## src/hw/rtl/pkst_pkg.sv

```systemverilog
// Shared types and constants of the port-knock sequence tracker.
// Used by every module of the block; depends on nothing.
package pkst_pkg;

    localparam int unsigned CLIENT_ENTRIES_DEF = 16;
    localparam int unsigned MAX_SEQ_PORTS_DEF  = 5;
    localparam int unsigned SEQ_PORTS          = 5;
    localparam int unsigned CFG_AW             = 5;

    typedef enum logic [2:0]
    {
        REG_SEQ_LENGTH,
        REG_KNOCK_PORT_0,
        REG_KNOCK_PORT_1,
        REG_KNOCK_PORT_2,
        REG_KNOCK_PORT_3,
        REG_KNOCK_PORT_4,
        REG_WINDOW_SECONDS,
        REG_AUTH_GATE_ENABLE
    } reg_idx_t;

    typedef enum logic [1:0]
    {
        REQ_KNOCK,
        REQ_PURGE,
        REQ_RESET,
        REQ_QUERY
    } req_t;

    typedef enum logic [2:0]
    {
        ST_FIRST,
        ST_STEP,
        ST_COMPLETE,
        ST_WRONG,
        ST_TIMEOUT,
        ST_AUTH,
        ST_FULL,
        ST_DONE
    } status_t;

    typedef enum logic [2:0]
    {
        S_IDLE,
        S_SCAN,
        S_EXPIRE,
        S_DECIDE,
        S_DONE
    } fsm_t;

    typedef struct packed
    {
        logic [2:0]                  seq_length;
        logic [SEQ_PORTS-1:0][15:0]  knock_port;
        logic [15:0]                 window_seconds;
        logic                        auth_gate_enable;
    } cfg_t;

    typedef struct packed
    {
        logic        valid;
        logic [31:0] address;
        logic [2:0]  step;
        logic [31:0] start;
    } tbl_rd_t;

    typedef struct packed
    {
        logic        we;
        logic        set_valid;
        logic        clr_valid;
        logic [31:0] address;
        logic [2:0]  step;
        logic [31:0] start;
    } tbl_wr_t;

endpackage

```

## src/hw/rtl/pkst_cfg.sv

```systemverilog
// Configuration register file of the port-knock tracker behind an APB-style port.
// Depends on pkst_pkg for the register indexes and the configuration struct.
module pkst_cfg
(
    input  logic                          clk,
    input  logic                          rst_n,
    input  logic                          psel,
    input  logic                          penable,
    input  logic                          pwrite,
    input  logic [pkst_pkg::CFG_AW-1:0]   paddr,
    input  logic [31:0]                   pwdata,
    output logic [31:0]                   prdata,
    output logic                          pready,
    output pkst_pkg::cfg_t                cfg
);
    import pkst_pkg::*;

    cfg_t     cfg_reg;
    cfg_t     cfg_next;
    reg_idx_t reg_idx;
    logic     wr_en;

    assign pready  = 1'b1;
    assign wr_en   = psel & penable & pwrite;
    assign reg_idx = reg_idx_t'(paddr[CFG_AW-1:2]);
    assign cfg     = cfg_reg;

    always_comb
    begin
        cfg_next = cfg_reg;
        if (wr_en)
        begin
            case (reg_idx)
                REG_SEQ_LENGTH:       cfg_next.seq_length       = pwdata[2:0];
                REG_KNOCK_PORT_0:     cfg_next.knock_port[0]    = pwdata[15:0];
                REG_KNOCK_PORT_1:     cfg_next.knock_port[1]    = pwdata[15:0];
                REG_KNOCK_PORT_2:     cfg_next.knock_port[2]    = pwdata[15:0];
                REG_KNOCK_PORT_3:     cfg_next.knock_port[3]    = pwdata[15:0];
                REG_KNOCK_PORT_4:     cfg_next.knock_port[4]    = pwdata[15:0];
                REG_WINDOW_SECONDS:   cfg_next.window_seconds   = pwdata[15:0];
                REG_AUTH_GATE_ENABLE: cfg_next.auth_gate_enable = pwdata[0];
                default:              cfg_next = cfg_reg;
            endcase
        end
    end

    always_comb
    begin
        case (reg_idx)
            REG_SEQ_LENGTH:       prdata = {29'd0, cfg_reg.seq_length};
            REG_KNOCK_PORT_0:     prdata = {16'd0, cfg_reg.knock_port[0]};
            REG_KNOCK_PORT_1:     prdata = {16'd0, cfg_reg.knock_port[1]};
            REG_KNOCK_PORT_2:     prdata = {16'd0, cfg_reg.knock_port[2]};
            REG_KNOCK_PORT_3:     prdata = {16'd0, cfg_reg.knock_port[3]};
            REG_KNOCK_PORT_4:     prdata = {16'd0, cfg_reg.knock_port[4]};
            REG_WINDOW_SECONDS:   prdata = {16'd0, cfg_reg.window_seconds};
            REG_AUTH_GATE_ENABLE: prdata = {31'd0, cfg_reg.auth_gate_enable};
            default:              prdata = 32'd0;
        endcase
    end

    always_ff @(posedge clk or negedge rst_n)
    begin
        if (!rst_n)
        begin
            cfg_reg.seq_length       <= 3'd3;
            cfg_reg.knock_port[0]    <= 16'd7000;
            cfg_reg.knock_port[1]    <= 16'd8000;
            cfg_reg.knock_port[2]    <= 16'd9000;
            cfg_reg.knock_port[3]    <= 16'd0;
            cfg_reg.knock_port[4]    <= 16'd0;
            cfg_reg.window_seconds   <= 16'd30;
            cfg_reg.auth_gate_enable <= 1'b0;
        end
        else
        begin
            cfg_reg <= cfg_next;
        end
    end

endmodule

```

## src/hw/rtl/pkst_table.sv

```systemverilog
// Client table of the port-knock tracker: entry memory with one registered read
// port and one write port, per-entry valid flags and the count of valid entries.
// Depends on pkst_pkg for the read and write structs.
module pkst_table #(
    parameter int unsigned CLIENT_ENTRIES = pkst_pkg::CLIENT_ENTRIES_DEF,
    localparam int unsigned IW = (CLIENT_ENTRIES > 1) ? $clog2(CLIENT_ENTRIES) : 1,
    localparam int unsigned CW = $clog2(CLIENT_ENTRIES + 1)
)
(
    input  logic                clk,
    input  logic                rst_n,
    input  logic [IW-1:0]       rd_idx,
    output pkst_pkg::tbl_rd_t   rd,
    input  logic [IW-1:0]       wr_idx,
    input  pkst_pkg::tbl_wr_t   wr,
    output logic [CW-1:0]       count
);
    import pkst_pkg::*;

    logic [31:0]               entry_address_reg [CLIENT_ENTRIES];
    logic [2:0]                entry_step_reg    [CLIENT_ENTRIES];
    logic [31:0]               entry_start_reg   [CLIENT_ENTRIES];
    logic [CLIENT_ENTRIES-1:0] valid_reg;
    logic [CLIENT_ENTRIES-1:0] valid_next;
    logic [CW-1:0]             count_reg;
    logic [CW-1:0]             count_next;
    logic                      rd_valid_reg;
    logic [31:0]               rd_address_reg;
    logic [2:0]                rd_step_reg;
    logic [31:0]               rd_start_reg;

    always_comb
    begin
        valid_next = valid_reg;
        count_next = count_reg;
        if (wr.set_valid)
        begin
            valid_next[wr_idx] = 1'b1;
            count_next         = count_reg + CW'(1);
        end
        else if (wr.clr_valid)
        begin
            valid_next[wr_idx] = 1'b0;
            count_next         = count_reg - CW'(1);
        end
    end

    always_ff @(posedge clk)
    begin
        if (wr.we)
        begin
            entry_address_reg[wr_idx] <= wr.address;
            entry_step_reg[wr_idx]    <= wr.step;
            entry_start_reg[wr_idx]   <= wr.start;
        end
        rd_address_reg <= entry_address_reg[rd_idx];
        rd_step_reg    <= entry_step_reg[rd_idx];
        rd_start_reg   <= entry_start_reg[rd_idx];
    end

    always_ff @(posedge clk or negedge rst_n)
    begin
        if (!rst_n)
        begin
            valid_reg    <= '0;
            count_reg    <= '0;
            rd_valid_reg <= 1'b0;
        end
        else
        begin
            valid_reg    <= valid_next;
            count_reg    <= count_next;
            rd_valid_reg <= valid_reg[rd_idx];
        end
    end

    assign rd.valid   = rd_valid_reg;
    assign rd.address = rd_address_reg;
    assign rd.step    = rd_step_reg;
    assign rd.start   = rd_start_reg;
    assign count      = count_reg;

endmodule

```

## src/hw/rtl/pkst_ctrl.sv

```systemverilog
// Sequencer of the port-knock tracker: scans the client table one entry per cycle,
// runs the shared elapsed-time comparator and decides each request's outcome.
// Depends on pkst_pkg; drives pkst_table through its read and write structs.
module pkst_ctrl #(
    parameter int unsigned CLIENT_ENTRIES = pkst_pkg::CLIENT_ENTRIES_DEF,
    parameter int unsigned MAX_SEQ_PORTS  = pkst_pkg::MAX_SEQ_PORTS_DEF,
    localparam int unsigned IW = (CLIENT_ENTRIES > 1) ? $clog2(CLIENT_ENTRIES) : 1,
    localparam int unsigned CW = $clog2(CLIENT_ENTRIES + 1)
)
(
    input  logic                clk,
    input  logic                rst_n,
    input  pkst_pkg::cfg_t      cfg,
    input  logic                s_tvalid,
    output logic                s_tready,
    input  pkst_pkg::req_t      req_type,
    input  logic [31:0]         source_ip,
    input  logic [15:0]         dest_port,
    input  logic [31:0]         now_seconds,
    input  logic                auth_ok,
    output logic                m_tvalid,
    input  logic                m_tready,
    output pkst_pkg::status_t   status,
    output logic                access_granted,
    output logic [4:0]          purged_count,
    output logic [4:0]          client_count,
    output logic [IW-1:0]       rd_idx,
    input  pkst_pkg::tbl_rd_t   rd,
    output logic [IW-1:0]       wr_idx,
    output pkst_pkg::tbl_wr_t   wr,
    input  logic [CW-1:0]       count
);
    import pkst_pkg::*;

    localparam logic [2:0]    MAX_LEN = 3'(MAX_SEQ_PORTS);
    localparam logic [CW-1:0] LAST    = CW'(CLIENT_ENTRIES);

    function automatic logic [15:0] port_at(input cfg_t c, input logic [2:0] idx);
        logic [15:0] p;
        case (idx)
            3'd0:    p = c.knock_port[0];
            3'd1:    p = c.knock_port[1];
            3'd2:    p = c.knock_port[2];
            3'd3:    p = c.knock_port[3];
            default: p = c.knock_port[4];
        endcase
        return p;
    endfunction

    fsm_t          state_reg, state_next;
    req_t          req_reg, req_next;
    logic [31:0]   ip_reg, ip_next;
    logic [15:0]   port_reg, port_next;
    logic [31:0]   now_reg, now_next;
    logic [CW-1:0] cnt_reg, cnt_next;
    logic          chk_vld_reg, chk_vld_next;
    logic [IW-1:0] chk_idx_reg, chk_idx_next;
    logic          found_reg, found_next;
    logic [IW-1:0] hit_idx_reg, hit_idx_next;
    logic [2:0]    hit_step_reg, hit_step_next;
    logic [31:0]   hit_start_reg, hit_start_next;
    logic          free_found_reg, free_found_next;
    logic [IW-1:0] free_idx_reg, free_idx_next;
    logic          exp_reg, exp_next;
    status_t       status_reg, status_next;
    logic          granted_reg, granted_next;
    logic [CW-1:0] purged_reg, purged_next;
    logic          out_vld_reg, out_vld_next;
    status_t       out_status_reg, out_status_next;
    logic          out_granted_reg, out_granted_next;
    logic [4:0]    out_purged_reg, out_purged_next;
    logic [4:0]    out_count_reg, out_count_next;

    logic [2:0]    len;
    logic [31:0]   unit_start;
    logic [31:0]   unit_elapsed;
    logic          unit_late;
    logic [2:0]    cur_step;
    logic [15:0]   port0;

    assign len          = (cfg.seq_length > MAX_LEN) ? MAX_LEN : cfg.seq_length;
    assign port0        = cfg.knock_port[0];
    assign unit_start   = (state_reg == S_SCAN) ? rd.start : hit_start_reg;
    assign unit_elapsed = now_reg - unit_start;
    assign unit_late    = unit_elapsed > {16'd0, cfg.window_seconds};
    assign cur_step     = exp_reg ? 3'd0 : hit_step_reg;
    assign rd_idx       = cnt_reg[IW-1:0];

    always_comb
    begin
        state_next       = state_reg;
        req_next         = req_reg;
        ip_next          = ip_reg;
        port_next        = port_reg;
        now_next         = now_reg;
        cnt_next         = cnt_reg;
        chk_vld_next     = 1'b0;
        chk_idx_next     = chk_idx_reg;
        found_next       = found_reg;
        hit_idx_next     = hit_idx_reg;
        hit_step_next    = hit_step_reg;
        hit_start_next   = hit_start_reg;
        free_found_next  = free_found_reg;
        free_idx_next    = free_idx_reg;
        exp_next         = exp_reg;
        status_next      = status_reg;
        granted_next     = granted_reg;
        purged_next      = purged_reg;
        out_vld_next     = out_vld_reg & ~m_tready;
        out_status_next  = out_status_reg;
        out_granted_next = out_granted_reg;
        out_purged_next  = out_purged_reg;
        out_count_next   = out_count_reg;
        s_tready         = (state_reg == S_IDLE);
        wr_idx           = hit_idx_reg;
        wr.we            = 1'b0;
        wr.set_valid     = 1'b0;
        wr.clr_valid     = 1'b0;
        wr.address       = ip_reg;
        wr.step          = 3'd0;
        wr.start         = hit_start_reg;

        case (state_reg)
            S_IDLE:
            begin
                if (s_tvalid)
                begin
                    req_next        = req_type;
                    ip_next         = source_ip;
                    port_next       = dest_port;
                    now_next        = now_seconds;
                    cnt_next        = '0;
                    found_next      = 1'b0;
                    free_found_next = 1'b0;
                    exp_next        = 1'b0;
                    purged_next     = '0;
                    granted_next    = 1'b0;
                    status_next     = ST_DONE;
                    case (req_type)
                        REQ_KNOCK:
                        begin
                            if (cfg.auth_gate_enable && !auth_ok)
                            begin
                                status_next = ST_AUTH;
                                state_next  = S_DONE;
                            end
                            else if (len == 3'd0)
                            begin
                                status_next = ST_WRONG;
                                state_next  = S_DONE;
                            end
                            else
                            begin
                                state_next = S_SCAN;
                            end
                        end
                        REQ_PURGE: state_next = S_SCAN;
                        REQ_RESET: state_next = S_SCAN;
                        default:   state_next = S_DONE;
                    endcase
                end
            end

            S_SCAN:
            begin
                if (cnt_reg != LAST)
                begin
                    cnt_next     = cnt_reg + CW'(1);
                    chk_vld_next = 1'b1;
                    chk_idx_next = cnt_reg[IW-1:0];
                end
                if (chk_vld_reg)
                begin
                    if (req_reg == REQ_PURGE)
                    begin
                        if (rd.valid && rd.step != 3'd0 && unit_late)
                        begin
                            wr_idx       = chk_idx_reg;
                            wr.clr_valid = 1'b1;
                            purged_next  = purged_reg + CW'(1);
                        end
                    end
                    else
                    begin
                        if (rd.valid && rd.address == ip_reg && !found_reg)
                        begin
                            found_next     = 1'b1;
                            hit_idx_next   = chk_idx_reg;
                            hit_step_next  = rd.step;
                            hit_start_next = rd.start;
                        end
                        if (!rd.valid && !free_found_reg)
                        begin
                            free_found_next = 1'b1;
                            free_idx_next   = chk_idx_reg;
                        end
                    end
                end
                if (cnt_reg == LAST)
                begin
                    case (req_reg)
                        REQ_KNOCK: state_next = S_EXPIRE;
                        REQ_RESET: state_next = S_DECIDE;
                        default:   state_next = S_DONE;
                    endcase
                end
            end

            S_EXPIRE:
            begin
                exp_next   = found_reg && (hit_step_reg != 3'd0) && unit_late;
                state_next = S_DECIDE;
            end

            S_DECIDE:
            begin
                state_next = S_DONE;
                if (req_reg == REQ_RESET)
                begin
                    wr.we = found_reg;
                end
                else if (!found_reg)
                begin
                    if (port_reg != port0)
                    begin
                        status_next = ST_WRONG;
                    end
                    else if (len == 3'd1)
                    begin
                        status_next  = ST_COMPLETE;
                        granted_next = 1'b1;
                    end
                    else if (!free_found_reg)
                    begin
                        status_next = ST_FULL;
                    end
                    else
                    begin
                        wr_idx       = free_idx_reg;
                        wr.we        = 1'b1;
                        wr.set_valid = 1'b1;
                        wr.step      = 3'd1;
                        wr.start     = now_reg;
                        status_next  = ST_FIRST;
                    end
                end
                else if (exp_reg && port_reg != port0)
                begin
                    wr.we       = 1'b1;
                    status_next = ST_TIMEOUT;
                end
                else if (cur_step >= len || port_reg != port_at(cfg, cur_step))
                begin
                    wr.we       = 1'b1;
                    status_next = ST_WRONG;
                end
                else if (cur_step == 3'd0)
                begin
                    if (len == 3'd1)
                    begin
                        wr.clr_valid = 1'b1;
                        status_next  = ST_COMPLETE;
                        granted_next = 1'b1;
                    end
                    else
                    begin
                        wr.we       = 1'b1;
                        wr.step     = 3'd1;
                        wr.start    = now_reg;
                        status_next = ST_FIRST;
                    end
                end
                else if (cur_step + 3'd1 >= len)
                begin
                    wr.clr_valid = 1'b1;
                    status_next  = ST_COMPLETE;
                    granted_next = 1'b1;
                end
                else
                begin
                    wr.we       = 1'b1;
                    wr.step     = cur_step + 3'd1;
                    status_next = ST_STEP;
                end
            end

            S_DONE:
            begin
                if (!out_vld_reg || m_tready)
                begin
                    out_vld_next     = 1'b1;
                    out_status_next  = status_reg;
                    out_granted_next = granted_reg;
                    out_purged_next  = 5'(purged_reg);
                    out_count_next   = 5'(count);
                    state_next       = S_IDLE;
                end
            end

            default:
            begin
                state_next = S_IDLE;
            end
        endcase
    end

    always_ff @(posedge clk or negedge rst_n)
    begin
        if (!rst_n)
        begin
            state_reg   <= S_IDLE;
            chk_vld_reg <= 1'b0;
            out_vld_reg <= 1'b0;
        end
        else
        begin
            state_reg   <= state_next;
            chk_vld_reg <= chk_vld_next;
            out_vld_reg <= out_vld_next;
        end
    end

    always_ff @(posedge clk)
    begin
        req_reg         <= req_next;
        ip_reg          <= ip_next;
        port_reg        <= port_next;
        now_reg         <= now_next;
        cnt_reg         <= cnt_next;
        chk_idx_reg     <= chk_idx_next;
        found_reg       <= found_next;
        hit_idx_reg     <= hit_idx_next;
        hit_step_reg    <= hit_step_next;
        hit_start_reg   <= hit_start_next;
        free_found_reg  <= free_found_next;
        free_idx_reg    <= free_idx_next;
        exp_reg         <= exp_next;
        status_reg      <= status_next;
        granted_reg     <= granted_next;
        purged_reg      <= purged_next;
        out_status_reg  <= out_status_next;
        out_granted_reg <= out_granted_next;
        out_purged_reg  <= out_purged_next;
        out_count_reg   <= out_count_next;
    end

    assign m_tvalid       = out_vld_reg;
    assign status         = out_status_reg;
    assign access_granted = out_granted_reg;
    assign purged_count   = out_purged_reg;
    assign client_count   = out_count_reg;

    // Access is granted exactly on a completed sequence.
    a_grant_complete: assert property (@(posedge clk) disable iff (!rst_n)
        out_vld_reg |-> (out_granted_reg == (out_status_reg == ST_COMPLETE)))
        else $error("access_granted disagrees with status");

    // Only a purge, which answers done, reports freed entries.
    a_purge_done: assert property (@(posedge clk) disable iff (!rst_n)
        (out_vld_reg && out_status_reg != ST_DONE) |-> (out_purged_reg == 5'd0))
        else $error("purged count on a non-purge result");

    // A slot is never taken and freed in the same cycle.
    a_set_clr: assert property (@(posedge clk) disable iff (!rst_n)
        !(wr.set_valid && wr.clr_valid))
        else $error("table entry set and cleared together");

    // Entry data is written only once the scan has finished.
    a_write_decide: assert property (@(posedge clk) disable iff (!rst_n)
        (wr.we || wr.set_valid) |-> (state_reg == S_DECIDE))
        else $error("table written outside the decide step");

endmodule

```

## src/hw/rtl/port_knock_sequence_tracker.sv

```systemverilog
// Port-knock sequence tracker. Each word on the input stream is a knock, a purge of
// expired clients, a reset of one client or a count query, and gives exactly one result
// word. Knocks, purges and resets walk the client table one entry per cycle through its
// single read port and one shared elapsed-time comparator; after the scan a knock passes
// through the expire and decide steps, a reset through the decide step, and a purge
// finishes directly. A query, or a knock rejected by the authentication gate or an
// empty sequence, skips the scan. s_tready is high only between requests, so the block
// takes no new request before the last one is done, and a finished result waits in
// the output register. The table is usable directly after reset.
module port_knock_sequence_tracker #(
    parameter int unsigned CLIENT_ENTRIES = pkst_pkg::CLIENT_ENTRIES_DEF,
    parameter int unsigned MAX_SEQ_PORTS  = pkst_pkg::MAX_SEQ_PORTS_DEF
)
(
    input  logic                          clk,
    input  logic                          rst_n,
    input  logic                          s_tvalid,
    output logic                          s_tready,
    // source_ip[31:0], dest_port[47:32], now_seconds[79:48], auth_ok[80], zero fill.
    input  logic [87:0]                   s_tdata,
    // req_type[1:0].
    input  logic [1:0]                    s_tuser,
    output logic                          m_tvalid,
    input  logic                          m_tready,
    // status[2:0], access_granted[3], purged_count[8:4], client_count[13:9], zero fill.
    output logic [15:0]                   m_tdata,
    input  logic                          psel,
    input  logic                          penable,
    input  logic                          pwrite,
    input  logic [pkst_pkg::CFG_AW-1:0]   paddr,
    input  logic [31:0]                   pwdata,
    output logic [31:0]                   prdata,
    output logic                          pready
);
    import pkst_pkg::*;

    localparam int unsigned IW = (CLIENT_ENTRIES > 1) ? $clog2(CLIENT_ENTRIES) : 1;
    localparam int unsigned CW = $clog2(CLIENT_ENTRIES + 1);

    cfg_t          cfg;
    tbl_rd_t       tbl_rd;
    tbl_wr_t       tbl_wr;
    logic [IW-1:0] rd_idx;
    logic [IW-1:0] wr_idx;
    logic [CW-1:0] count;
    status_t       status;
    logic          access_granted;
    logic [4:0]    purged_count;
    logic [4:0]    client_count;

    pkst_cfg u_cfg
    (
        .clk     (clk),
        .rst_n   (rst_n),
        .psel    (psel),
        .penable (penable),
        .pwrite  (pwrite),
        .paddr   (paddr),
        .pwdata  (pwdata),
        .prdata  (prdata),
        .pready  (pready),
        .cfg     (cfg)
    );

    pkst_table #(
        .CLIENT_ENTRIES (CLIENT_ENTRIES)
    ) u_table
    (
        .clk    (clk),
        .rst_n  (rst_n),
        .rd_idx (rd_idx),
        .rd     (tbl_rd),
        .wr_idx (wr_idx),
        .wr     (tbl_wr),
        .count  (count)
    );

    pkst_ctrl #(
        .CLIENT_ENTRIES (CLIENT_ENTRIES),
        .MAX_SEQ_PORTS  (MAX_SEQ_PORTS)
    ) u_ctrl
    (
        .clk            (clk),
        .rst_n          (rst_n),
        .cfg            (cfg),
        .s_tvalid       (s_tvalid),
        .s_tready       (s_tready),
        .req_type       (req_t'(s_tuser)),
        .source_ip      (s_tdata[31:0]),
        .dest_port      (s_tdata[47:32]),
        .now_seconds    (s_tdata[79:48]),
        .auth_ok        (s_tdata[80]),
        .m_tvalid       (m_tvalid),
        .m_tready       (m_tready),
        .status         (status),
        .access_granted (access_granted),
        .purged_count   (purged_count),
        .client_count   (client_count),
        .rd_idx         (rd_idx),
        .rd             (tbl_rd),
        .wr_idx         (wr_idx),
        .wr             (tbl_wr),
        .count          (count)
    );

    assign m_tdata = {2'b00, client_count, purged_count, access_granted, status};

endmodule
```

## config.mk

```make
export PLATFORM = sky130hd
export DESIGN_NAME = port_knock_sequence_tracker
export DESIGN_NICKNAME = d
export VERILOG_FILES = /design/src/hw/rtl/pkst_pkg.sv /design/src/hw/rtl/pkst_cfg.sv /design/src/hw/rtl/pkst_table.sv /design/src/hw/rtl/pkst_ctrl.sv /design/src/hw/rtl/port_knock_sequence_tracker.sv
export SDC_FILE = /design/constraint.sdc
export NUM_CORES = 2
export LEC_CHECK = 0
export BUFFER_PORTS_ARGS = -buffer_cell sky130_fd_sc_hd__buf_2
export CORE_ASPECT_RATIO = 0.7
export CORE_MARGIN = 10
export CORE_UTILIZATION = 40
export CTS_CLUSTER_SIZE = 8
export DETAILED_ROUTE_END_ITERATION = 8
export HOLD_SLACK_MARGIN = 0.1
export PLACE_DENSITY = 0.52
export SLEW_MARGIN = 20
export SYNTH_ARGS = -nofsm -noshare
export SYNTH_HDL_FRONTEND = slang
export SYNTH_SLANG_ARGS = --single-unit
```

## constraint.sdc

```tcl
create_clock -name clk -period 10.5 [get_ports clk]
set_input_delay 1.05 -clock clk [delete_from_list [all_inputs] [get_ports clk]]
set_output_delay 1.05 -clock clk [all_outputs]
set_load 0.02 [all_outputs]
```

==> run summary <==
The tools report the total clock sinks as 1426. The critical path crosses 25 cells after its start point. After clock tree synthesis, the clock-pin slew on the worst setup and hold paths is 0.05 ns. Synthesis handed over a netlist of 2994 instances.

On the critical path, the stage with the largest delay is an instance of sky130_fd_sc_hd__nor2_4. Dominant combinational cell family by area after synthesis: multiplexers. Summing all non-filler instances in the final layout gives an area of 66820 um2. In this run the horizontal extent of the chip is 473.9 um.

At the worst endpoint, the arrival time is 10.20 ns. The die is 337.7 um tall. The tools report the total global routing overflow as 0. The global-route wire length before repair is 216100 um, and the sum of net half-perimeters after detailed placement is 82360 um. The number of buffers created by CTS is 196, and the count of buffers inserted at the top-level ports is 140. The area growth from synthesis to layout is 15.83%. The maximum count of clock buffers along a single path came out at 3. The tools report the smallest setup slack after layout as 0.7658 ns.

The all-layer global routing usage is 0.1827, and the number of fill cells is 11980. The number of hold buffers added after cts is 0. The logs give 0.2567 for the max-slew headroom at the worst pin and 2851 for the DRC violation total after the first TritonRoute iteration.

The first detailed-routing pass ran for 6 iterations. After floorplanning, the core was sized to cover 143100 um2. The clock period minus worst slack was 9.734 ns.

The critical path starts at u_ctrl.state_reg[1]. In this run the worst path has a maximum fanout of 35. The worst register-to-register path begins at u_ctrl.state_reg[1]. After synthesis, the netlist uses 90 different library cells. Once placement finished, the instance area stood at 60960 um2. Setup violations remaining at the end of the flow were counted as 0. The detail route stage leaves a number of antenna-violating nets equal to 0.

The routability congestion estimate from global placement is 0.8570. The synthesized netlist occupies a cell area of 57680 um2. The fraction of the mapped netlist area in adder cells came out at 0.01501.

For the number of global-route vias before repair, the log shows 31300. Post-synthesis sequential area ratio: 0.7202. The run gives 0.4031 as the effective utilization at floorplan. The maximum VDD drop was 0.2123 mV; the leakage dissipation was 21.98 nW. Row generation in the floorplan step produced 116 rows.

The final hold violation count is 0, and the initial antenna violation count is 6. Depth of the worst register-to-register path: 25. The tools report the number of synthesis warnings as 0. The number of top-level design ports is 185. The endpoint identified for the worst register-to-register timing path is u_table.entry_address_reg[3][27].

The post-cts gate resize count was 0. Type of the setup path with the least slack: register to register. The max-slew violation total from the final report is 0, and the maximum single-stage delay on the critical path is 0.78 ns. The share of synthesized registers carrying an async set or reset works out to 0.08906. The detailed-route wire length per cell works out to 27.72 um. The flow ran to the end, and the final reports show no timing, DRC or antenna violations. The compound-gate portion of the synthesized area is 0.03763, and the final wirelength is 146800 um. Clock latency on the worst-skew pair, taken at its later pin, is 0.82 ns. Derived from the worst setup path, the maximum achievable clock frequency is 0.1027 GHz. The portion of netlist area occupied by mux cells is 0.1656. The logs give 0.03667 ns for the final worst clock skew and 0.3906 ns for the smallest hold slack. The simple-gate share of the synthesized area came out at 0.03082. The path class of the tightest hold or removal check is input pin to asynchronous set/reset pin. The floorplan step defined a die boundary enclosing 160000 um2. In this run the number of H-tree levels came out at 4. The logs give 29790 for the total via count after detailed routing and 0 for the post-route DRC violation count. Timing analysis after detailed placement gives a worst setup slack of 1.060 ns. The primary flip-flop cell chosen by synthesis mapping was sky130_fd_sc_hd__edfxtp_1. The accumulated negative setup slack was 0 ns.

The critical path ends at u_table.entry_address_reg[3][27]. The category of cells accounting for the largest share of critical-path delay was simple AND/OR/NAND/NOR gates. Setup repair after global routing left no endpoint under its margin. The synthesized design contains 1426 register bits. Share of the cycle needed by the critical path after routing: 0.9271.

A synthesized cell averages 19.27 um2. The xor-xnor portion of the synthesized cell area is 0.01458, and the count of maximum capacitance violations is 0. Setup slack on the worst reg-to-reg path comes out at 0.77 ns.

The tools report the largest net degree at the start of global routing as 139. In this run, synthesis inferred 1232 flip-flops with an integrated enable. The fraction of layout instances using a drive strength above 1 was 0.2800. The tools report the startpoint type of the worst setup path as a register. Power spread over the standard cell area amounts to 259.0 nW/um2.

STA classifies the critical path endpoint as a register. TritonCTS built the clock tree. The total power is 17.31 mW, and the count of placed standard cells in the final layout, fillers left out is 5295.

The root buffer cell was sky130_fd_sc_hd__clkbuf_16. The number of buffers and inverters on the critical path is 3. The actual slew at the worst max-slew pin works out to 1.115 ns. The number of setup buffers added after CTS is 0. The logs give 0.4669 for the core utilization of the finished layout and 4929 for the total instance count after detailed placement. Data on the critical path is required at its endpoint by 10.96 ns. After detailed routing, the number of vias per cell comes to 5.626.

The tools report the net count of the finished layout as 3441.
-- cell usage after synthesis, types with 4 or more instances --
cell type | n | share of area
sky130_fd_sc_hd__a41oi_1 | 5 | 0.00076
sky130_fd_sc_hd__or2_2 | 5 | 0.00054
sky130_fd_sc_hd__and2_1 | 6 | 0.00065
sky130_fd_sc_hd__or3_1 | 9 | 0.00098
sky130_fd_sc_hd__o21bai_1 | 4 | 0.00052
sky130_fd_sc_hd__o22ai_1 | 5 | 0.00054
sky130_fd_sc_hd__mux2_2 | 125 | 0.024
sky130_fd_sc_hd__nor4_1 | 15 | 0.0016
sky130_fd_sc_hd__nand4_1 | 26 | 0.0028
sky130_fd_sc_hd__o211ai_1 | 6 | 0.00078
sky130_fd_sc_hd__a221oi_1 | 18 | 0.0027
sky130_fd_sc_hd__a22oi_1 | 39 | 0.0051
sky130_fd_sc_hd__nor3b_1 | 15 | 0.0020
sky130_fd_sc_hd__nand2b_1 | 14 | 0.0015
sky130_fd_sc_hd__a21o_1 | 11 | 0.0014
sky130_fd_sc_hd__clkbuf_1 | 115 | 0.0075
sky130_fd_sc_hd__o21ai_0 | 58 | 0.0050
sky130_fd_sc_hd__dfxtp_1 | 67 | 0.023
sky130_fd_sc_hd__buf_4 | 21 | 0.0027
sky130_fd_sc_hd__o221ai_1 | 7 | 0.0011
sky130_fd_sc_hd__dfrtp_1 | 103 | 0.045
sky130_fd_sc_hd__buf_1 | 26 | 0.0017
sky130_fd_sc_hd__ha_1 | 66 | 0.014
sky130_fd_sc_hd__nor3_1 | 16 | 0.0014
sky130_fd_sc_hd__and4_1 | 6 | 0.00091
sky130_fd_sc_hd__nand2_1 | 84 | 0.0055
sky130_fd_sc_hd__a22o_1 | 5 | 0.00076
sky130_fd_sc_hd__dfstp_2 | 24 | 0.011
sky130_fd_sc_hd__mux2i_1 | 45 | 0.0078
sky130_fd_sc_hd__nor2b_1 | 9 | 0.00098
sky130_fd_sc_hd__o21a_1 | 7 | 0.00091
sky130_fd_sc_hd__o21ai_1 | 14 | 0.0012
sky130_fd_sc_hd__edfxtp_1 | 1232 | 0.64
sky130_fd_sc_hd__inv_1 | 47 | 0.0031
sky130_fd_sc_hd__nor2_1 | 88 | 0.0057
sky130_fd_sc_hd__a31oi_1 | 19 | 0.0021
sky130_fd_sc_hd__o31ai_1 | 17 | 0.0022
sky130_fd_sc_hd__mux4_2 | 341 | 0.13
sky130_fd_sc_hd__xor2_1 | 59 | 0.0090
sky130_fd_sc_hd__nand3_1 | 34 | 0.0029
sky130_fd_sc_hd__xnor2_1 | 37 | 0.0056
sky130_fd_sc_hd__a21oi_1 | 75 | 0.0065
-- report_power, final --
group | switching [mW] | total (mW) | internal (mW)
logic | 2.34 | 4.30 | 1.96
registers | 0.378 | 7.08 | 6.70
clock network | 2.40 | 5.93 | 3.53
total | 5.11 | 17.3 | 12.2
-- cells in the final DEF (no fill, tap or decap), drive strengths merged, types with 59 or more instances in the layout --
cell type and instances:
buf 198, edfxtp 1232, ha 66, clkbuf 348, o21ai 72, mux2 125
xor2 59, mux4 341, a21oi 75, nor2 88, dfrtp 103, dfxtp 67
nand2 88
-- per-layer routing --
metal / part of all wire / vias up / wire, um / GRT usage
li1: - / 12740 / - / -
met1: 0.47 / 15770 / 68910 / 0.2702
met2: 0.45 / 1020 / 66740 / 0.2758
met3: 0.052 / 255 / 7603 / 0.02985
met4: 0.024 / 2 / 3511 / 0.05956
met5: 0.00014 / - / 20 / 0
-- worst reg2reg max path, cell delays in order (launching register included) --
cell and delay (ns):
sky130_fd_sc_hd__dfrtp_1 0.70, sky130_fd_sc_hd__clkinv_1 0.39, sky130_fd_sc_hd__nand2_4 0.28, sky130_fd_sc_hd__inv_4 0.26, sky130_fd_sc_hd__mux2i_1 0.36, sky130_fd_sc_hd__ha_1 0.28, sky130_fd_sc_hd__nor2b_1 0.15, sky130_fd_sc_hd__o2111ai_1 0.36
sky130_fd_sc_hd__a21boi_0 0.22, sky130_fd_sc_hd__a31oi_1 0.70, sky130_fd_sc_hd__or2_2 0.25, sky130_fd_sc_hd__nand2_1 0.08, sky130_fd_sc_hd__xor2_1 0.20, sky130_fd_sc_hd__ha_1 0.33, sky130_fd_sc_hd__nand4_1 0.16, sky130_fd_sc_hd__nor4_1 0.45
sky130_fd_sc_hd__o32ai_1 0.14, sky130_fd_sc_hd__or4b_1 0.60, sky130_fd_sc_hd__nor4_1 0.29, sky130_fd_sc_hd__and4_1 0.45, sky130_fd_sc_hd__nand4_1 0.23, sky130_fd_sc_hd__nand3_2 0.24, sky130_fd_sc_hd__mux2i_2 0.61, sky130_fd_sc_hd__nand2_1 0.51
sky130_fd_sc_hd__nor2_4 0.78, sky130_fd_sc_hd__buf_12 0.36
-- kinds of logic (layout without fill, tap and decap cells) --
kind of cell | count (synthesis) | count (layout)
DFF | 1426 | 1426
muxes | 512 | 512
buffers and inverters | 217 | 609
AOI/OAI and AO/OA | 325 | 325
xor gates and xnor gates | 96 | 96
other | 2 | 23
and+or+nand+nor | 348 | 348
adders and majority gates | 68 | 68
-- cell type report --
| type | count | area (um2) | share of cell area |
|---|---|---|---|
| clock inverters | 14 | 316.6 | 0.004738 |
| inverters | 49 | 188.9 | 0.002828 |
| well taps | 1888 | 2362 | 0.03536 |
| multi-input cells | 1368 | 15470 | 0.2316 |
| diodes | 4 | 10.01 | 0.0001498 |
| repair buffers | 198 | 1414 | 0.02116 |
| clock buffers | 348 | 5507 | 0.08241 |
| flip-flops and latches | 1426 | 41540 | 0.6218 |
-- worst min-delay path by stage --
stage | start | endpoint
after floorplan | u_ctrl.status_reg[0] | u_ctrl.status[0]
after global placement | u_ctrl.status_reg[2] | u_ctrl.status[2]
after detailed placement | u_ctrl.status_reg[1] | u_ctrl.status[1]
after CTS | s_tdata[8] | u_ctrl.ip_reg[8]
after global routing | s_tdata[57] | u_ctrl.now_reg[9]
final | rst_n | u_table.count[4]
(Power assumes the default switching activity.)
